--- config.mk ---
export PLATFORM = sky130hd
export DESIGN_NAME = cksf_chan
export DESIGN_NICKNAME = d
export VERILOG_FILES = /design/src/rtl/core/cksf_pkg.sv /design/src/rtl/core/cksf_chan.sv
export SDC_FILE = /design/constraint.sdc
export NUM_CORES = 2
export LEC_CHECK = 0
export BUFFER_PORTS_ARGS = -buffer_cell sky130_fd_sc_hd__buf_2
export CORE_MARGIN = 2
export CORE_UTILIZATION = 45
export CTS_BUF_LIST = sky130_fd_sc_hd__clkbuf_4
export CTS_CLUSTER_DIAMETER = 40
export CTS_CLUSTER_SIZE = 30
export DETAILED_ROUTE_END_ITERATION = 6
export SYNTH_ARGS = -nofsm -noshare
export SYNTH_HDL_FRONTEND = slang
export SYNTH_SLANG_ARGS = --single-unit
--- constraint.sdc ---
create_clock -name clk_i -period 6.5 [get_ports clk_i]
set_input_delay 0.325 -clock clk_i [delete_from_list [all_inputs] [get_ports clk_i]]
set_output_delay 0.325 -clock clk_i [all_outputs]
set_load 0.02 [all_outputs]
--- src/rtl/core/cksf_pkg.sv ---
`timescale 1ns / 1ps

package cksf_pkg;

  // Fixed port widths
  localparam int SAMPLE_W   = 16;
  localparam int FW_W       = 13;
  localparam int FH_W       = 16;
  localparam int COEF_W     = 16;
  localparam int COEF_FRAC  = 12;
  localparam int CFG_IDX_W  = 3;
  localparam int CFG_DATA_W = 16;

  // Register reset values
  localparam logic [FW_W-1:0]   FW_RST = 13'd1920;
  localparam logic [FH_W-1:0]   FH_RST = 16'd1080;
  localparam logic [COEF_W-1:0] CC_RST = 16'd4096;
  localparam logic [COEF_W-1:0] CH_RST = 16'd0;
  localparam logic [COEF_W-1:0] CV_RST = 16'd0;

  typedef enum logic [CFG_IDX_W-1:0] {
    CFG_FRAME_WIDTH     = 3'd0,
    CFG_FRAME_HEIGHT    = 3'd1,
    CFG_COEF_CENTER     = 3'd2,
    CFG_COEF_HORIZONTAL = 3'd3,
    CFG_COEF_VERTICAL   = 3'd4,
    CFG_SHARPEN_ENABLE  = 3'd5,
    CFG_LUMA_ONLY       = 3'd6
  } cfg_idx_e;

  typedef struct packed {
    logic [SAMPLE_W-1:0] chan_a;
    logic [SAMPLE_W-1:0] chan_b;
    logic [SAMPLE_W-1:0] chan_c;
    logic                flush;
  } pix_in_t;

  typedef struct packed {
    logic [SAMPLE_W-1:0] out_a;
    logic [SAMPLE_W-1:0] out_b;
    logic [SAMPLE_W-1:0] out_c;
    logic                end_of_frame;
  } pix_out_t;

  typedef struct packed {
    logic [COEF_W-1:0] center;
    logic [COEF_W-1:0] horizontal;
    logic [COEF_W-1:0] vertical;
  } coef_t;

endpackage

--- src/rtl/core/cksf_chan.sv ---
`timescale 1ns / 1ps

// One channel of the cross kernel: products registered, then sum and clamp.
module cksf_chan import cksf_pkg::*; #(
  parameter int SB = 16
) (
  input  logic          clk_i,
  input  logic          filt_i,
  input  coef_t         coef_i,
  input  logic [SB-1:0] mid_i,
  input  logic [SB-1:0] up_i,
  input  logic [SB-1:0] dn_i,
  input  logic [SB-1:0] lf_i,
  input  logic [SB-1:0] rt_i,
  output logic [SB-1:0] res_o
);

  localparam int PW = SB + COEF_W;
  localparam int TW = PW - COEF_FRAC;
  localparam int SW = SB + 6;
  localparam logic [SB-1:0] SMAX = '1;

  logic [PW-1:0] pc_q, pu_q, pd_q, pl_q, pr_q;
  logic [SB-1:0] mid_q;
  logic          filt_q;
  logic [TW-1:0] tc;
  logic [SW-1:0] sum;
  logic [SB-1:0] clamp;

  function automatic logic [SB-1:0] side_sat(input logic [PW-1:0] p);
    if (|p[PW-1:SB+COEF_FRAC]) begin
      return SMAX;
    end
    return p[SB+COEF_FRAC-1:COEF_FRAC];
  endfunction

  always_ff @(posedge clk_i) begin
    pc_q   <= PW'(mid_i) * PW'(coef_i.center);
    pu_q   <= PW'(up_i) * PW'(coef_i.vertical);
    pd_q   <= PW'(dn_i) * PW'(coef_i.vertical);
    pl_q   <= PW'(lf_i) * PW'(coef_i.horizontal);
    pr_q   <= PW'(rt_i) * PW'(coef_i.horizontal);
    mid_q  <= mid_i;
    filt_q <= filt_i;
  end

  always_comb begin
    tc  = pc_q[PW-1:COEF_FRAC];
    sum = SW'(tc) - SW'(side_sat(pu_q)) - SW'(side_sat(pd_q))
        - SW'(side_sat(pl_q)) - SW'(side_sat(pr_q));
    if (sum[SW-1]) begin
      clamp = '0;
    end else if (|sum[SW-2:SB]) begin
      clamp = SMAX;
    end else begin
      clamp = sum[SB-1:0];
    end
    res_o = filt_q ? clamp : mid_q;
  end

endmodule

## Yosys cells after proc, flatten, opt, wreduce, memory -nomap -nowiden

Index checks and enable logic that the tools add are counted.

| storage, ports and cells | value |
|---|---|
| register bits after elaboration | 177 |
| input bits | 130 |
| output and inout bits | 16 |
| word-level logic and storage cells | 36 |

| cells by class | value |
|---|---|
| $add $sub $neg | 4 |
| multipliers | 5 |
| muxes and demuxes | 15 |
| reduce and logical (&&, ||, !) cells | 5 |

Operators with widths:

| operator | count |
|---|---|
| 16-bit 2-to-1 mux | 11 |
| 16-bit by 16-bit multiplier with 32-bit output | 5 |
| 22-bit by 16-bit subtractor with 22-bit output | 2 |
| 21-bit by 17-bit subtractor with 22-bit output | 1 |
| 20-bit by 16-bit subtractor with 21-bit output | 1 |
| 4-bit OR reduction | 4 |
| 5-bit OR reduction | 1 |
| 1-bit 2-to-1 mux | 4 |

## Logic depth before layout (Yosys ltp)

| depth | value |
|---|---|
| depth after elaboration | 11 |
| mapped depth | 25 |
| gate-level depth less buffers | 23 |

## Least setup slack after synthesis

No wires, ideal clock.

| timing path | value |
|---|---|
| path type | input-to-reg |
| from | input port coef_i[17] (netlist name) |
| to | register pl_q[28] |
| library setup time | 0.122 ns |
| data arrival time | 6.045 ns |
| required time | 6.378 ns |
| path slack | 0.334 ns |
| stages on the path | 22 |
| buffers on the path | 2 |
| cells stage by stage | clkbuf_1 -> clkbuf_1 -> nand2_1 -> fa_1 -> fa_1 -> fa_1 -> inv_1 -> fa_1 -> fa_1 -> inv_1 -> fa_1 -> inv_1 -> ha_1 -> a211oi_1 -> o21ai_0 -> o21ai_0 -> o221ai_2 -> o41a_4 -> o21ai_0 -> a21o_1 -> a21oi_1 -> o311a_1 |

| between the ends | value |
|---|---|
| cells in the longest elaborated chain, start to end | 1 |

RTL lines:

| what | line | text |
|---|---|---|
| start: declaration | cksf_chan.sv:9 | `input coef_t coef_i,` |
| 16-bit by 16-bit multiplier with 32-bit output | cksf_chan.sv:41 | `pl_q <= PW'(lf_i) * PW'(coef_i.horizontal);` |
| end signal: assignment | cksf_chan.sv:41 |  |
| end: declaration | cksf_chan.sv:23 | `logic [PW-1:0] pc_q, pu_q, pd_q, pl_q, pr_q;` |

Every way passes these cells.

## Final worst setup path

| timing path | value |
|---|---|
| from | register pu_q[29] |
| to | output port res_o[13] |

| between the ends | value |
|---|---|
| cells in the longest elaborated chain, start to end | 11 |

RTL lines:

| what | line | text |
|---|---|---|
| start: declaration | cksf_chan.sv:23 |  |
| start signal: assignment | cksf_chan.sv:39 | `pu_q <= PW'(up_i) * PW'(coef_i.vertical);` |
| 4-bit OR reduction * | cksf_chan.sv:31 | `if (\|p[PW-1:SB+COEF_FRAC]) begin` |
| 1-bit 2-to-1 mux * | cksf_chan.sv:31 |  |
| 16-bit 2-to-1 mux * | cksf_chan.sv:34 | `return p[SB+COEF_FRAC-1:COEF_FRAC];` |
| 20-bit by 16-bit subtractor with 21-bit output * | cksf_chan.sv:49 | `sum = SW'(tc) - SW'(side_sat(pu_q)) - SW'(side_sat(pd_q))` |
| 21-bit by 17-bit subtractor with 22-bit output * | cksf_chan.sv:49 |  |
| 22-bit by 16-bit subtractor with 22-bit output * (2 in series) | cksf_chan.sv:50 | `- SW'(side_sat(pl_q)) - SW'(side_sat(pr_q));` |
| 5-bit OR reduction | cksf_chan.sv:53 | `end else if (\|sum[SW-2:SB]) begin` |
| 16-bit 2-to-1 mux | cksf_chan.sv:53 |  |
| 16-bit 2-to-1 mux * | cksf_chan.sv:51 | `if (sum[SW-1]) begin` |
| 16-bit 2-to-1 mux * | cksf_chan.sv:58 | `res_o = filt_q ? clamp : mid_q;` |
| end: declaration | cksf_chan.sv:15 | `output logic [SB-1:0] res_o` |

Mark *: on every way between the ends. The rest lies on a longest branch, timed or not.

==> metrics <==
outcome=finished clean; Period minus WS final=roughly 6.4 ns; hold depth=1; GRT overflow=0; vias in the first global route=35873; clock sinks=between 100 and 150; Max Slew Vio Count=0; Starting DRT DRC Count=between 1500 and 2000; type of the worst min-delay path=in -> reg; final instance area=49600 um^2; Levels on crit path=23; Final Setup Violations=0; Worst Setup Start Kind=flip-flop; Finished Layout Cells=approximately 6700; DP Wirelength=95700 um; WP data required=6.17 ns; layout cells sized above 1=8.11%; Clock transition at path regs=0.12 ns; Main synth FF type=dfxtp_1; via count=approximately 33000; Initial DRT Pass Iterations=5; worst rel slew slack=49.6%; CP delay by family, top=compound AO/OA/AOI/OAI gates; synth-to-layout area growth=8.07%; Worst Setup SP=pu_q[29]; Max-Cap Viols=0; global-route wire length before repair=between 150000 and 200000 um; worst-path maximum fanout=6; die area=105000 um^2; hold path startpoint=mid_i[6]; DR WL/cell=17.1 um; post-synthesis sequential area ratio=5.10%; Placement Cell Area=48700 um^2; TritonCTS clock tree=yes; final period utilization=97.7%; H-tree Lvls=4; worst path cell trace=or4_4 -> or2_4 -> ha_4 -> inv_2 -> fa_2 -> a21o_1 -> a21boi_4 -> o31ai_4 -> a31o_2 -> buf_4 -> xor2_2 -> fa_1 -> ha_4 -> and2_4 -> or4_4 -> o2111a_2 -> o21ai_4 -> o21a_1 -> a21oi_2 -> buf_6 -> buf_6 -> a32oi_2 -> buf_4; Final Hold Fails=0; clk buf depth=2; worst path arrival time=6.03 ns; synth unique cells=87; Worst setup EP type=output pin; DR vias/cell=4.99; Core Region=101000 um^2; worst slew pin tran=0.754 ns; slowest cell on the critical path=or4_4; clock root cell=clkbuf_4; nets=6961; syn nets=6837; overall routing resource usage=between 20% and 30%; Num CTS Buffers=17; Critical Path Max Stage Delay=0.59 ns; mapped cell area=45900 um^2; asr flop ratio synth=0%; IO Count=146; Rows=117; initial antenna violation count=4; RePlAce Congestion=0.937; worst path buffer plus inverter count=5; DRT antenna net count=0; hold endpoint=mid_q[6]; Filler Cells Inserted=9781; commonest non-fill, non-tap cell in the layout=inv_1; Port-buffer cells=145; RSZ-0062 raised after global routing=yes; synthesized flop and latch total=about 120; Setup CP Type=reg -> out; die span in y=323 um; Starting Density=45.3%; Yosys warnings=0; Routed WL=114000 um; Setup TNS=0 ns; number of synthesized flops with an enable pin=0; drt drc=0; die span in x=323 um; Synth Instances=slightly above 5000; commonest non-fill, non-tap cells in the layout=inv_1 (1243), fa_1 (997), nand2_1 (765); f_max=around 160 MHz; Syn Area/Cell=between 8 and 9 um^2; largest net degree at the start of global routing=32; placed insts=between 6000 and 7000
-- cells in the mapped netlist, types with 7 or more instances --
library cell  instances  share of area (%)
clkbuf_1            200                1.6
or3_1                 7              0.095
nand2b_1             50               0.68
and3_1               22               0.30
nor2_1              107               0.87
a211oi_1             12               0.20
o211ai_1              8               0.13
fa_1                998                 44
nand2_1             767                6.3
nand4_1              15               0.20
or2_2                10               0.14
inv_1              1245                 10
a21o_1               30               0.49
xor2_1               46               0.88
a21oi_1              81               0.88
nor3_1               26               0.28
ha_1                541                 15
dfxtp_1             117                5.1
nor2b_1              20               0.27
xnor2_1              77                1.5
a32oi_2               7               0.25
nand3_1              24               0.26
and2_1              576                7.8
o21ai_0              45               0.49
o21a_1               21               0.34
-- layout make-up --
class / count / area, um^2 / share of cell area, %
clock buffers: 18 / 135 / 0.272
clock inverters: 12 / 111 / 0.224
flip-flops and latches: 117 / 2340 / 4.72
repair buffers: 308 / 2150 / 4.33
diodes: 5 / 12.5 / 0.0252
well taps: 1368 / 1710 / 3.45
inverters: 1246 / 4680 / 9.43
multi-input cells: 3602 / 38500 / 77.5
-- through the flow --
stage	utilization, %	hold WS [ns]	setup WS [ns]
after floorplan	-	0.353	0.334
after global placement	48.0	0.505	0.0733
after detailed placement	48.0	0.504	-0.0559
after CTS	48.5	0.00108	0.00198
after global routing	48.9	0.0105	-0.0965
final	48.9	0.0533	0.150
-- worst max-delay path by stage --
stage	end	slack [ns]
final	res_o[13]	0.15
after global routing	res_o[13]	-0.1
after CTS	res_o[14]	0.002
after detailed placement	pu_q[22]	-0.06
after global placement	pu_q[22]	0.07
after floorplan	pl_q[28]	0.33
-- metal layers --
layer,track usage [%],part of all wire [%],up-vias
li1,-,-,15474
met1,30.6,44,16962
met2,40.2,50,707
met3,2.34,4.1,139
met4,4.14,1.7,0
met5,0,0,-
-- cells by family (layout without fill, tap and decap cells) --
logic type                 Yosys count  after routing  share of synthesized area (%)
adders and majority gates         1539           1539                           58.3
AOI/OAI and AO/OA                  292            292                           4.70
buffers and inverters             1449           1584                           11.9
and+or+nand+nor                   1646           1646                           17.6
other                                0              5                              0
DFF                                117            117                           5.10
muxes                                1              1                         0.0218
xor gates and xnor gates           124            124                           2.38
-- sequential cells by signal, summed over array words and instances (netlist names) --
signal  flops
pl_q       20
pr_q       20
filt_q      1
mid_q      16
pc_q       20
pd_q       20
pu_q       20
-- timing repair --
| action | in CTS | in global routing |
|---|---|---|
| endpoints found under the setup margin | 16 | 19 |
| hold endpoints to repair | 8 | 0 |
| cloned | 0 | 1 |
| setup buffers | 7 | 14 |
| resized for setup | 28 | 66 |
| pin swaps | 14 | 30 |
| hold buffers | 8 | 0 |
Power is not shown: default switching activity piles up to over one toggle a cycle in this logic, so the estimate is an artifact.
